$ cat config.mk
export PLATFORM = sky130hd
export DESIGN_NAME = robot_tick_supervisor
export DESIGN_NICKNAME = d
export VERILOG_FILES = /design/src/rtl/rts_pkg.sv /design/src/rtl/rts_cfg.sv /design/src/rtl/rts_core.sv /design/src/rtl/robot_tick_supervisor.sv
export SDC_FILE = /design/constraint.sdc
export NUM_CORES = 1
export LEC_CHECK = 0
export ABC_AREA = 1
export BUFFER_PORTS_ARGS = -buffer_cell sky130_fd_sc_hd__buf_2
export CORE_UTILIZATION = 40
export DETAILED_ROUTE_END_ITERATION = 12
export PLACE_DENSITY_LB_ADDON = 0.12
export SYNTH_ARGS = -nofsm -noshare
export SYNTH_HDL_FRONTEND = slang
export SYNTH_SLANG_ARGS = --single-unit
$ cat constraint.sdc
create_clock -name clk -period 14 [get_ports clk]
set_input_delay 1.4 -clock clk [delete_from_list [all_inputs] [get_ports clk]]
set_output_delay 1.4 -clock clk [all_outputs]
set_load 0.005 [all_outputs]
$ cat src/rtl/rts_pkg.sv
// ----------------------------------------------------------------------------
// rts_pkg: shared types and constants of the robot tick supervisor
// Register indexes, reset values, the request and result records, and the
// configuration record handed from the register file to the core.
// ----------------------------------------------------------------------------
package rts_pkg;

  localparam int unsigned CFG_INDEX_W = 3;
  localparam int unsigned CFG_DATA_W  = 16;

  typedef enum logic [CFG_INDEX_W-1:0] {
    REG_GO_CODE            = 3'd0,
    REG_TURN_PERIOD        = 3'd1,
    REG_BATTERY_PERIOD     = 3'd2,
    REG_LOW_BATTERY_LIMIT  = 3'd3,
    REG_MV_PER_STEP        = 3'd4,
    REG_OBSTACLE_THRESHOLD = 3'd5,
    REG_STOP_DELAY         = 3'd6
  } reg_index_t;

  // Request opcodes
  localparam logic OP_REMOTE = 1'b0;
  localparam logic OP_TICK   = 1'b1;

  // Motion state codes
  localparam logic [2:0] MODE_IDLE = 3'd0;
  localparam logic [2:0] MODE_STOP = 3'd5;

  // Samples averaged per battery report
  localparam logic [2:0] SAMPLES_PER_REPORT = 3'd4;

  // Register reset values
  localparam logic [7:0]  GO_CODE_RST            = 8'h33;
  localparam logic [15:0] TURN_PERIOD_RST        = 16'd70;
  localparam logic [15:0] BATTERY_PERIOD_RST     = 16'd20;
  localparam logic [8:0]  LOW_BATTERY_LIMIT_RST  = 9'd128;
  localparam logic [7:0]  MV_PER_STEP_RST        = 8'd19;
  localparam logic [7:0]  OBSTACLE_THRESHOLD_RST = 8'h12;
  localparam logic [15:0] STOP_DELAY_RST         = 16'd68;

  typedef struct packed {
    logic [7:0]  go_code;
    logic [15:0] turn_period;
    logic [15:0] battery_period;
    logic [8:0]  low_battery_limit;
    logic [7:0]  mv_per_step;
    logic [7:0]  obstacle_threshold;
    logic [15:0] stop_delay;
  } cfg_t;

  typedef struct packed {
    logic       opcode;
    logic [7:0] command_byte;
    logic [7:0] distance_reading;
    logic [7:0] battery_sample;
  } req_t;

  typedef struct packed {
    logic        enabled;
    logic [2:0]  motion_state;
    logic        low_battery;
    logic        report_valid;
    logic [15:0] battery_mv;
  } rsp_t;

endpackage

$ cat src/rtl/rts_cfg.sv
// ----------------------------------------------------------------------------
// rts_cfg: configuration register file
// Seven write-only registers; writes to unused indexes are dropped.
// ----------------------------------------------------------------------------
module rts_cfg (
  input  logic                               clk,
  input  logic                               rst_n,
  input  logic                               cfg_wr_en,
  input  logic [rts_pkg::CFG_INDEX_W-1:0]    cfg_index,
  input  logic [rts_pkg::CFG_DATA_W-1:0]     cfg_wdata,
  output rts_pkg::cfg_t                      cfg
);

  rts_pkg::cfg_t cfg_r;
  rts_pkg::cfg_t cfg_nxt;

  always_comb begin
    cfg_nxt = cfg_r;
    if (cfg_wr_en) begin
      unique case (cfg_index)
        rts_pkg::REG_GO_CODE:            cfg_nxt.go_code            = cfg_wdata[7:0];
        rts_pkg::REG_TURN_PERIOD:        cfg_nxt.turn_period        = cfg_wdata;
        rts_pkg::REG_BATTERY_PERIOD:     cfg_nxt.battery_period     = cfg_wdata;
        rts_pkg::REG_LOW_BATTERY_LIMIT:  cfg_nxt.low_battery_limit  = cfg_wdata[8:0];
        rts_pkg::REG_MV_PER_STEP:        cfg_nxt.mv_per_step        = cfg_wdata[7:0];
        rts_pkg::REG_OBSTACLE_THRESHOLD: cfg_nxt.obstacle_threshold = cfg_wdata[7:0];
        rts_pkg::REG_STOP_DELAY:         cfg_nxt.stop_delay         = cfg_wdata;
        default:                         cfg_nxt = cfg_r;
      endcase
    end
  end

  always_ff @(posedge clk) begin
    if (!rst_n) begin
      cfg_r.go_code            <= rts_pkg::GO_CODE_RST;
      cfg_r.turn_period        <= rts_pkg::TURN_PERIOD_RST;
      cfg_r.battery_period     <= rts_pkg::BATTERY_PERIOD_RST;
      cfg_r.low_battery_limit  <= rts_pkg::LOW_BATTERY_LIMIT_RST;
      cfg_r.mv_per_step        <= rts_pkg::MV_PER_STEP_RST;
      cfg_r.obstacle_threshold <= rts_pkg::OBSTACLE_THRESHOLD_RST;
      cfg_r.stop_delay         <= rts_pkg::STOP_DELAY_RST;
    end else begin
      cfg_r <= cfg_nxt;
    end
  end

  assign cfg = cfg_r;

endmodule

$ cat src/rtl/rts_core.sv
// ----------------------------------------------------------------------------
// rts_core: supervisor state and per-request update
// Holds enable, motion state, timers and the battery accumulator; commits the
// update of one request when fire is high and shows its result meanwhile.
// ----------------------------------------------------------------------------
module rts_core (
  input  logic            clk,
  input  logic            rst_n,
  input  logic            fire,
  input  rts_pkg::req_t   req,
  input  rts_pkg::cfg_t   cfg,
  output rts_pkg::rsp_t   rsp
);

  logic        en_r,     en_nxt;
  logic [2:0]  mode_r,   mode_nxt;
  logic [15:0] tt_r,     tt_nxt;
  logic [15:0] bt_r,     bt_nxt;
  logic [2:0]  cnt_r,    cnt_nxt;
  logic [9:0]  sum_r,    sum_nxt;
  logic [15:0] sc_r,     sc_nxt;

  logic [15:0] tt_inc;
  logic [15:0] bt_inc;
  logic [7:0]  avg;
  logic [15:0] mv_prod;
  logic        low_bat;
  logic        rep;

  assign avg     = sum_r[9:2];
  assign mv_prod = {8'd0, avg} * {8'd0, cfg.mv_per_step};
  assign tt_inc  = tt_r + 16'd1;
  assign bt_inc  = bt_r + 16'd1;

  always_comb begin
    en_nxt   = en_r;
    mode_nxt = mode_r;
    tt_nxt   = tt_r;
    bt_nxt   = bt_r;
    cnt_nxt  = cnt_r;
    sum_nxt  = sum_r;
    sc_nxt   = sc_r;
    low_bat  = 1'b0;
    rep      = 1'b0;

    if (req.opcode == rts_pkg::OP_REMOTE) begin
      if (req.command_byte == cfg.go_code) begin
        en_nxt = 1'b1;
      end
      tt_nxt   = '0;
      bt_nxt   = '0;
      mode_nxt = rts_pkg::MODE_IDLE;
    end else if (en_r) begin
      // turn timer and motion cycling
      tt_nxt = tt_inc;
      if (tt_inc == cfg.turn_period && mode_r != rts_pkg::MODE_STOP) begin
        mode_nxt = {1'b0, mode_r[1:0] + 2'd1};
        tt_nxt   = '0;
      end

      // battery sampling and report
      bt_nxt = bt_inc;
      if (bt_inc == cfg.battery_period) begin
        if (cnt_r < rts_pkg::SAMPLES_PER_REPORT) begin
          cnt_nxt = cnt_r + 3'd1;
          sum_nxt = sum_r + {2'b00, req.battery_sample};
        end else begin
          rep     = 1'b1;
          low_bat = ({1'b0, avg} < cfg.low_battery_limit);
          sum_nxt = '0;
          cnt_nxt = '0;
        end
        bt_nxt = '0;
      end

      // obstacle stop and stop delay
      if (req.distance_reading > cfg.obstacle_threshold) begin
        mode_nxt = rts_pkg::MODE_STOP;
      end
      if (mode_nxt == rts_pkg::MODE_STOP) begin
        if (sc_r == cfg.stop_delay) begin
          en_nxt = 1'b0;
          sc_nxt = 16'd1;
        end else begin
          sc_nxt = sc_r + 16'd1;
        end
      end
      if (low_bat) begin
        en_nxt = 1'b0;
      end
    end
  end

  always_ff @(posedge clk) begin
    if (!rst_n) begin
      en_r   <= 1'b0;
      mode_r <= rts_pkg::MODE_IDLE;
      tt_r   <= '0;
      bt_r   <= '0;
      cnt_r  <= '0;
      sum_r  <= '0;
      sc_r   <= '0;
    end else if (fire) begin
      en_r   <= en_nxt;
      mode_r <= mode_nxt;
      tt_r   <= tt_nxt;
      bt_r   <= bt_nxt;
      cnt_r  <= cnt_nxt;
      sum_r  <= sum_nxt;
      sc_r   <= sc_nxt;
    end
  end

  assign rsp.enabled      = en_nxt;
  assign rsp.motion_state = mode_nxt;
  assign rsp.low_battery  = low_bat;
  assign rsp.report_valid = rep;
  assign rsp.battery_mv   = rep ? mv_prod : 16'd0;

endmodule

$ cat src/rtl/robot_tick_supervisor.sv
// ----------------------------------------------------------------------------
// robot_tick_supervisor: enable, motion and battery supervisor
// Takes remote command and timer tick requests, keeps the robot enable flag,
// the motion state and the battery average, and returns one result a request.
// ----------------------------------------------------------------------------
//
//  Channel  Direction  Handshake            Payload
//  -------  ---------  -------------------  ------------------------------------
//  in_      request    in_valid / in_stall  opcode, command_byte,
//                                           distance_reading, battery_sample
//  out_     result     out_valid/out_stall  enabled, motion_state, low_battery,
//                                           report_valid, battery_mv
//  cfg_     write      cfg_wr_en            cfg_index, cfg_wdata
//
//  An accepted request is held in the input register; when the result slot
//  frees, its result is registered in the result register and out_valid
//  rises. One request a cycle is sustained while out_stall is low; the
//  state update is a single pass of adders, compares and one 8x8 multiply
//  between the two registers.
//  rst_n is synchronous and active low; it clears all control state and
//  loads the register defaults.
//  A stalled result holds; in_stall rises only while both registers are full
//  and out_stall is high, so at most two requests are in flight.
//
module robot_tick_supervisor (
  input  logic                            clk,
  input  logic                            rst_n,
  // request channel
  input  logic                            in_valid,
  output logic                            in_stall,
  input  logic                            in_opcode,
  input  logic [7:0]                      in_command_byte,
  input  logic [7:0]                      in_distance_reading,
  input  logic [7:0]                      in_battery_sample,
  // result channel
  output logic                            out_valid,
  input  logic                            out_stall,
  output logic                            out_enabled,
  output logic [2:0]                      out_motion_state,
  output logic                            out_low_battery,
  output logic                            out_report_valid,
  output logic [15:0]                     out_battery_mv,
  // configuration port
  input  logic                            cfg_wr_en,
  input  logic [rts_pkg::CFG_INDEX_W-1:0] cfg_index,
  input  logic [rts_pkg::CFG_DATA_W-1:0]  cfg_wdata
);

  rts_pkg::cfg_t cfg;
  rts_pkg::req_t req_r;
  rts_pkg::rsp_t rsp;
  rts_pkg::rsp_t rsp_r;

  logic in_v_r,  in_v_nxt;
  logic out_v_r, out_v_nxt;
  logic accept;
  logic advance;

  rts_cfg u_cfg (
    .clk       (clk),
    .rst_n     (rst_n),
    .cfg_wr_en (cfg_wr_en),
    .cfg_index (cfg_index),
    .cfg_wdata (cfg_wdata),
    .cfg       (cfg)
  );

  // Advance the held request into the result register when that slot frees.
  assign advance  = in_v_r && (!out_v_r || !out_stall);
  assign in_stall = in_v_r && !advance;
  assign accept   = in_valid && !in_stall;

  rts_core u_core (
    .clk   (clk),
    .rst_n (rst_n),
    .fire  (advance),
    .req   (req_r),
    .cfg   (cfg),
    .rsp   (rsp)
  );

  always_comb begin
    in_v_nxt = in_v_r;
    if (accept) begin
      in_v_nxt = 1'b1;
    end else if (advance) begin
      in_v_nxt = 1'b0;
    end

    out_v_nxt = out_v_r;
    if (advance) begin
      out_v_nxt = 1'b1;
    end else if (!out_stall) begin
      out_v_nxt = 1'b0;
    end
  end

  always_ff @(posedge clk) begin
    if (!rst_n) begin
      in_v_r  <= 1'b0;
      out_v_r <= 1'b0;
    end else begin
      in_v_r  <= in_v_nxt;
      out_v_r <= out_v_nxt;
    end
  end

  // Payload registers: capture on handshake, no reset needed.
  always_ff @(posedge clk) begin
    if (accept) begin
      req_r.opcode           <= in_opcode;
      req_r.command_byte     <= in_command_byte;
      req_r.distance_reading <= in_distance_reading;
      req_r.battery_sample   <= in_battery_sample;
    end
    if (advance) begin
      rsp_r <= rsp;
    end
  end

  assign out_valid        = out_v_r;
  assign out_enabled      = rsp_r.enabled;
  assign out_motion_state = rsp_r.motion_state;
  assign out_low_battery  = rsp_r.low_battery;
  assign out_report_valid = rsp_r.report_valid;
  assign out_battery_mv   = rsp_r.battery_mv;

  // An empty input register never pushes back on the request side.
  a_empty_no_stall : assert property (@(posedge clk) disable iff (!rst_n)
    !in_v_r |-> !in_stall)
    else $error("input stage empty but stalling");

  // A held request always produces a result in the next cycle when the
  // result slot is free.
  a_advance_to_out : assert property (@(posedge clk) disable iff (!rst_n)
    (in_v_r && !out_stall) |=> out_valid)
    else $error("held request did not reach the result register");

  // A low battery shutdown is only flagged together with a report and leaves
  // the robot disabled.
  a_low_bat_report : assert property (@(posedge clk) disable iff (!rst_n)
    (out_valid && out_low_battery) |-> (out_report_valid && !out_enabled))
    else $error("low battery flagged without report or with enable set");

  // A nonzero voltage only comes with a report.
  a_mv_only_on_report : assert property (@(posedge clk) disable iff (!rst_n)
    (out_valid && out_battery_mv != 16'd0) |-> out_report_valid)
    else $error("battery voltage shown without a report");

endmodule

==> Word level (Yosys, flattened, before mapping) <==
Index checks and enable logic that the tools add are counted.
{ "op_classes": {"add_sub_neg": 6, "mul": 1, "n_lt_le_gt_ge": 3, "eq_ne": 14, "muxes": 33, "n_reduce_logical": 22} }
{ "ops": {"columns": ["op", "count"], "rows": [
  ["two-way mux 16 bit", 7],
  ["adder 16 x 1 -> 16 bit (second input constant)", 3],
  ["== test 16 bit", 3],
  ["two-way mux 3 bit", 7],
  ["two-way mux 1 bit", 18],
  ["AND reduction 2 bit", 9],
  ["multiplier 8 x 8 -> 16 bit", 1],
  ["== test 3 bit (second input constant)", 4],
  ["adder 10 x 8 -> 10 bit", 1],
  ["two-way mux 10 bit", 1],
  ["less-than comparator 8 x 9 -> 1 bit", 1],
  ["== test 8 bit", 1],
  ["greater-than comparator 8 bit", 1],
  ["AND reduction 4 bit", 2],
  ["== test 3 x 2 -> 1 bit (second input constant)", 2],
  ["logical AND 1 bit", 4],
  ["zero test 1 bit", 4],
  ["!= test 2 x 1 -> 1 bit (second input constant)", 2],
  ["adder 3 x 1 -> 3 bit (second input constant)", 1],
  ["== test 3 x 1 -> 1 bit (second input constant)", 1],
  ["zero test 3 bit", 1],
  ["less-than comparator 3 bit (second input constant)", 1],
  ["!= test 3 bit (second input constant)", 1],
  ["adder 2 x 1 -> 2 bit (second input constant)", 1],
  ["other kinds (2)", 2]
]} }
{ "word_totals": {"register_bits": 195, "in_bits": 49, "out_inout_bits": 24, "wordCells": 104} }

==> Logic depth before layout (Yosys ltp) <==
Gate-level depths: netlist of the first run.
{ "logic_depth": {"depth_word": 12, "ltp_mapped": 24} }

==> Modules after synthesis <==
A second synthesis of the first run with hierarchy kept.
{ "hier_totals": {"hier_cells": 1746, "area_unflattened_um2": 12465.7} }
{ "by_module_without_submodules": {"columns": ["module", "n_inst", "cells_per_inst", "area_per_inst_um2", "seq_area_each_um2"], "rows": [
  ["rts_core", 1, 1229, 7751.2, 1301.2],
  ["rts_cfg", 1, 457, 3208.1, 1621.6],
  ["robot_tick_supervisor", 1, 60, 1506.4, 1451.4]
]} }

==> Worst setup path after synthesis of the first run <==
OpenSTA, ideal clock, no wires.
{ "synth_path": {"path_kind": "reg2reg", "startpoint": "register u_core.sum_r[3]", "endpoint": "register rsp_r, in the netlist out_battery_mv[15], data pin", "t_arrival_ns": 4.405, "t_required_ns": 13.854, "path_slack_ns": 9.449, "path_stages_with_launch": 20, "n_path_buf": 1, "period_less_slack_ns": 4.551, "path_cell_list": "dfxtp_1 clkbuf_1 nand2_1 fa_1 fa_1 inv_1 fa_1 inv_1 fa_1 inv_1 ha_1 nand2_1 o21ai_0 a31oi_1 o21ai_0 nand2_1 nand2_1 a21oi_1 or2_2 a21oi_1"} }
{ "synth_between": {"elab_chain_cells": 1} }
{ "synth_lines": {"columns": ["element", "line", "source"], "rows": [
  ["start, declared", "rts_core.sv:20", "logic [9:0] sum_r, sum_nxt;"],
  ["start signal, assigned", "rts_core.sv:109", "sum_r <= sum_nxt;"],
  ["multiplier 8 x 8 -> 16 bit", "rts_core.sv:31", "assign mv_prod = {8'd0, avg} * {8'd0, cfg.mv_per_step};"],
  ["end signal, assigned", "robot_tick_supervisor.sv:117", "rsp_r <= rsp;"],
  ["end, declared", "robot_tick_supervisor.sv:52", "rts_pkg::rsp_t rsp_r;"]
]} }
No other way between the ends.
A chain may end at the register's enable or synchronous reset.

==> Final worst setup path of the first run <==
Ends and elaborated chain as after synthesis.

==> run_results.csv, run 1 <==
group,metric,value,unit
clocking,cts_root_buf,"clkbuf_16",
logic_synthesis,synthArstFlopShare,0,%
worst_setup_path,cp.required,14280,ps
worst_setup_path,crit_family,"adder cells",
floorplan,die_area,30400,µm²
placed_design,gp_congestion,0.854,
floorplan,fp.dieH,174,µm
power,p_leak,6.03,nW
detailed_routing,drc,0,
logic_synthesis,syn-instance-count,1596,
timing,clock.fmax,0.204,GHz
layout,layout_common_cells,"nand2_1 (364), inv_1 (232), nor2_1 (169)",
clocking,post_cts_buffers,0,
power,total_power,1.20,mW
detailed_routing,ant_nets,0,
worst_setup_path,critPathSlowestCell,"dfxtp_1",
timing,timing.slew.headroom,30.6,%
floorplan,start_util,41.0,%
timing,final-max-slew-violation-count,0,
floorplan,core,28900,µm²
clocking,path_clk_slew,80,ps
job,drv_cap,0,
worst_setup_path,cp_num_buf_inv,3,
clocking,cts_buffers,17,
logic_synthesis,syn-num-nets,1746,
logic_synthesis,postSynthAreaPerCell,7.43,µm²
timing,setup_viol,0,
floorplan,rows,62,
timing,hold_viol,0,
timing,worstMarginPinSlew,1040,ps
clocking,clkSinkCount,195,
detailed_routing,via_per_inst,4.85,
clocking,cts_tree,"yes",
worst_setup_path,critPathMaxStageDelay,630,ps
floorplan,die_w,174,µm
global_routing,grt_max_degree,86,
timing,skew,12.2,ps
logic_synthesis,ys_seq_area_share,36.9,%
global_routing,antenna_found_initial,1,
clocking,cts_buffer_depth,2,
detailed_routing,vias,9877,
worst_setup_path,path_max_fanout,11,
timing,rsz0062_at_grt,"no",
global_routing,grt_use_total,19.6,%
worst_setup_path,crit_path_start_kind,"flop",
outcome,outcome,"complete, no violations",
layout,nFillCells,2915,
layout,drive_above_1_share,9.20,%
global_routing,grt_pass1_vias,9306,
timing,fin_tns_setup,0,ps
worst_setup_path,path_class,"flop to flop",
power,peakVddDrop,0.0613,mV
logic_synthesis,synth-edff-count,47,
worst_setup_path,critPathCaptureType,"flop",
timing,min_period,4890,ps
logic_synthesis,ys_ff_latch,195,
logic_synthesis,syn-cell-area,11900,µm²
logic_synthesis,ys_types,47,
global_routing,overflow,0,
layout,n_antenna_cell,0,
clocking,clk_latency,440,ps
layout,post-route-util,45.5,%
detailed_routing,drtPass1Iterations,5,
clocking,cts_max_level,4,
power,power.density,91.3,nW/µm²
layout,layout.nets,1789,
timing,min_period_over_period,34.9,%
worst_setup_path,path_cells,"nand2_1 -> fa_1 -> fa_1 -> inv_1 -> fa_1 -> inv_1 -> fa_1 -> inv_1 -> ha_1 -> nand2_1 -> o21ai_0 -> a31oi_1 -> o21ai_0 -> nand2_1 -> nand2_1 -> a21oi_1 -> or2_2 -> a21oi_1",
global_routing,grt_pass1_wl,47900,µm
logic_synthesis,synthFlopType,"dfxtp_1",
layout,syn_to_final_growth,10.9,%
floorplan,io_pins,73,
logic_synthesis,yosys_warnings,0,
clocking,post_cts_resized,0,
placed_design,dpl.hpwl,20700,µm
clocking,ctsHoldBuffers,0,
layout,final_common_cell,"nand2_1",
detailed_routing,drt-initial-drc-count,675,
min_path,hp-class,"flop to flop",
detailed_routing,routed_wl,28700,µm
timing,holdWs,467,ps
placed_design,numPortBuffers,72,
worst_setup_path,critPathArrivalTime,5170,ps
detailed_routing,wl_per_cell,14.1,µm
final timing paths:
check	startpoint	to	slack, ps	cells past startpoint
setup / recovery	u_core.sum_r[3]	out_battery_mv[15]	9110	18
hold / removal	u_cfg.cfg[37]	u_cfg.cfg[37]	470	2
setup reg to reg	u_core.sum_r[3]	out_battery_mv[15]	9110	18
hold reg to reg	u_cfg.cfg[37]	u_cfg.cfg[37]	470	2
area by class of cell:
type	instances	area (µm²)	area share (%)
sequential	195	4370	33.2
tap	384	480	3.65
clock inverter	15	204	1.55
timing repair buffer	78	405	3.08
inverter	240	903	6.86
multi-input combinational	1107	6370	48.4
clock buffer	17	425	3.23
report_power, final:
group | switching (mW) | internal, mW | total [mW]
clock | 0.253 | 0.276 | 0.528
sequential | 0.00892 | 0.592 | 0.600
combinational | 0.0487 | 0.0244 | 0.0731
stage by stage:
| stage | cell area (µm²) | std cells | setup slack [ps] |
|---|---|---|---|
| floorplan | 11900 | 1596 | 9450 |
| global placement | 12500 | 2004 | 9220 |
| detailed placement | 12500 | 2004 | 9130 |
| CTS | 13200 | 2036 | 9090 |
| global route | 13200 | 2036 | 8750 |
| finish | 13200 | 2036 | 9110 |
flip-flops by register name, summed over array words and instances (netlist names):
signal / cells
u_cfg.cfg: 81
req_r: 25
out_enabled: 1
u_core.sc_r: 16
u_core.bt_r: 16
out_valid: 1
in_v_r: 1
u_core.en_r: 1
u_core.sum_r: 10
u_core.mode_r: 3
out_battery_mv: 16
u_core.tt_r: 16
u_core.cnt_r: 3
out_motion_state: 3
out_report_valid: 1
out_low_battery: 1
cells by family after synthesis:
logic type                 Yosys count  share of synthesized area [%]
xor gates and xnor gates            50                           3.93
and+or+nand+nor                    736                           27.0
buffers and inverters              294                           9.49
adders and majority gates          101                           13.0
DFF                                195                           36.9
AOI/OAI and AO/OA                  220                           9.74
worst register-to-register path: cells and delay by family, from the launching register on:
kind / cells / cell delay [ps]
AO/OA/AOI/OAI: 5 / 880
adder cells (fa/ha/maj): 5 / 2430
buffers and inverters: 3 / 140
flip-flops: 1 / 630
AND/OR/NAND/NOR: 5 / 650
metal layers:
metal / up-vias / global-route usage (%) / routed length [µm]
met2: 157 / 30.6 / 12600
met5: - / 0 / 8
met1: 4528 / 28.6 / 15100
li1: 5174 / - / -
met3: 16 / 2.82 / 817
met4: 2 / 3.98 / 205
cell usage after synthesis, drive strengths merged (2+ instances only):
cell | instances | area, µm²
nand2 | 372 | 1420
inv | 236 | 888
nor2 | 180 | 737
dfxtp | 148 | 2960
a21oi | 124 | 628
nand3 | 97 | 485
o21ai | 80 | 404
ha | 64 | 801
edfxtp | 47 | 1410
clkbuf | 46 | 173
fa | 37 | 741
nand4 | 30 | 188
xor2 | 29 | 254
nor3 | 22 | 131
xnor2 | 19 | 166
or2 | 12 | 75.1
nand3b | 9 | 67.6
buf | 8 | 50.1
nor3b | 6 | 45.0
nor4 | 5 | 31.3
o211ai | 5 | 37.5
clkinv | 4 | 15.0
o21bai | 4 | 33.8
and2 | 3 | 18.8
o21a | 2 | 15.0
No activity file was read; power rests on OpenSTA's default activity.
==> run 2, diff against run 1 <==
Clock period 14 ns to 4.6 ns, I/O delays scaled along.
==> run_results.csv, run 2 (synthesis gave the netlist of run 1 again) <==
group,metric,value,unit
worst_setup_path,path_max_fanout,5,
min_path,hold-path-endpoint,"req_r[18]",
floorplan,core,28900,µm²
min_path,hold_depth,1,
worst_setup_path,crit_path_start_kind,"flop",
min_path,hold_start,"in_command_byte[2]",
placed_design,dpl.cell_count,2022,
timing,clock.fmax,0.230,GHz
global_routing,overflow,0,
global_routing,grt_use_total,19.8,%
power,internal_power,2.79,mW
floorplan,rows,62,
layout,instances_no_fill,2056,
detailed_routing,vias,10041,
floorplan,start_util,41.0,%
floorplan,die_area,30400,µm²
floorplan,fp.dieH,174,µm
detailed_routing,ant_nets,0,
timing,min_period_over_period,94.5,%
clocking,path_clk_slew,70,ps
layout,drive_above_1_share,11.4,%
layout,seq_area,4400,µm²
clocking,cts_root_buf,"clkbuf_16",
power,p_seq_share,50.4,%
detailed_routing,routed_wl,29300,µm
detailed_routing,drtPass1Iterations,8,
timing,hold_viol,0,
power,p_switching,828,µW
floorplan,die_w,174,µm
clocking,cts_tree,"yes",
worst_setup_path,critPathCaptureType,"flop",
worst_setup_path,r2r_setup_slack,250,ps
global_routing,grt_pass1_vias,9451,
timing,worstMarginPinSlew,1010,ps
placed_design,numPortBuffers,72,
detailed_routing,drc,0,
layout,layout.nets,1809,
clocking,clk_latency,440,ps
layout,n_antenna_cell,0,
layout,final_common_cell,"nand2_1",
power,switching_share,22.9,%
layout,multi_input_area,6430,µm²
clocking,cts_max_level,4,
global_routing,grt_max_degree,85,
worst_setup_path,cp.required,4770,ps
layout,largest_reg_flops,81,
job,drv_cap,0,
placed_design,dpl.hpwl,21400,µm
timing,fin_tns_setup,0,ps
power,combPwrFrac,6.3,%
power,p_leak,6.12,nW
clocking,clkSinkCount,195,
global_routing,grt_pass1_wl,48100,µm
detailed_routing,via_per_inst,4.88,
power,p_clk_share,43.3,%
worst_setup_path,rr_startpoint,"u_cfg.cfg[29]",
detailed_routing,drt-initial-drc-count,609,
detailed_routing,wl_per_cell,14.2,µm
worst_setup_path,critPathArrivalTime,4520,ps
timing,rsz0062_at_grt,"no",
layout,syn_to_final_growth,12.9,%
timing,final-max-slew-violation-count,0,
clocking,cts_buffer_depth,2,
global_routing,antenna_found_initial,2,
timing,skew,9.95,ps
layout,nFillCells,2906,
power,power.density,270,nW/µm²
outcome,outcome,"complete, no violations",
worst_setup_path,regToRegEndpoint,"out_battery_mv[14]",
worst_setup_path,path_class,"flop to flop",
layout,layout_common_cells,"nand2_1 (362), inv_1 (230), nor2_1 (169)",
worst_setup_path,r2r_cells,22,
floorplan,io_pins,73,
timing,min_period,4350,ps
timing,timing.slew.headroom,32.7,%
min_path,hp-class,"input port to flop",
timing,setup_viol,0,
clocking,ctsHoldBuffers,0,
placed_design,gp_congestion,0.839,
clocking,cts_buffers,17,
power,peakVddDrop,0.194,mV
[run 2: cell types whose count changed in the layout (fill, tap and decap cells not counted), sizes merged]
cell and delta:
buf +20, clkbuf +9, inv -7, clkinv -4, clkinvlp +2
[run 2: power by group through the flow]
stage / Combinational, mW / Clock (mW) / Sequential, mW
2_1_floorplan: 0.139 / 0 / 1.86
3_3_place_gp: 0.227 / 0 / 1.87
3_5_place_dp: 0.230 / 0 / 1.87
4_1_cts: 0.231 / 1.61 / 1.83
5_1_grt: 0.258 / 1.67 / 1.83
6_report: 0.229 / 1.57 / 1.83
[run 2: timing repair]
item	CTS	global route
setup endpoints to repair	0	4
buffers inserted	0	2
gates resized for setup	0	31
endpoints found under the hold margin	0	0
[run 2: worst max-delay path by stage]
| stage | startpoint | to | slack (ps) |
|---|---|---|---|
| after floorplan | u_core.sum_r[3] | out_battery_mv[15] | 50 |
| after global placement | u_cfg.cfg[28] | out_battery_mv[15] | 90 |
| after detailed placement | u_cfg.cfg[29] | out_battery_mv[14] | 40 |
| after CTS | u_core.sum_r[6] | out_battery_mv[15] | 20 |
| after global routing | u_cfg.cfg[29] | out_battery_mv[14] | 9 |
| final | u_cfg.cfg[29] | out_battery_mv[14] | 250 |
[run 2: cell type report]
class | instances | share of cell area [%]
clock inverters | 6 | 0.663
well taps | 384 | 3.59
inverters | 240 | 6.74
repair buffers | 98 | 4.20
flip-flops and latches | 195 | 32.8
multi-input cells | 1107 | 48.0
clock buffers | 26 | 3.98
[run 2: metrics by stage]
step | hold slack, ps | instance area [µm²] | util, % | setup slack (ps) | power [mW]
floorplan | 435 | 11900 | - | 49.1 | 2.00
global placement | 448 | 12700 | 43.8 | 91.1 | 2.09
detailed placement | 454 | 12700 | 43.8 | 42.8 | 2.10
CTS | 174 | 13300 | 45.9 | 18.2 | 3.67
global route | 174 | 13400 | 46.3 | 9.03 | 3.76
finish | 193 | 13400 | 46.3 | 251 | 3.62
[run 2: critical path: stages (launching register included)]
cell,delay (ps)
dfxtp_4,360
buf_4,150
nand2_1,60
inv_1,50
fa_1,560
fa_1,430
fa_1,510
inv_1,50
fa_1,490
inv_2,50
ha_4,280
nand2_2,60
nor3_2,140
nand2_1,70
o211ai_1,120
nand2_1,110
nand2_1,90
a21oi_2,60
o21bai_1,130
nand2_1,70
nand2_2,70
nand2_1,40
nor3b_1,120
[run 2: routing by layer]
layer | GRT usage [%] | part of all wire (%)
met2 | 31.4 | 44
met3 | 2.67 | 4.6
met5 | 0 | 0.027
met4 | 5.48 | 1.2
met1 | 28.1 | 50
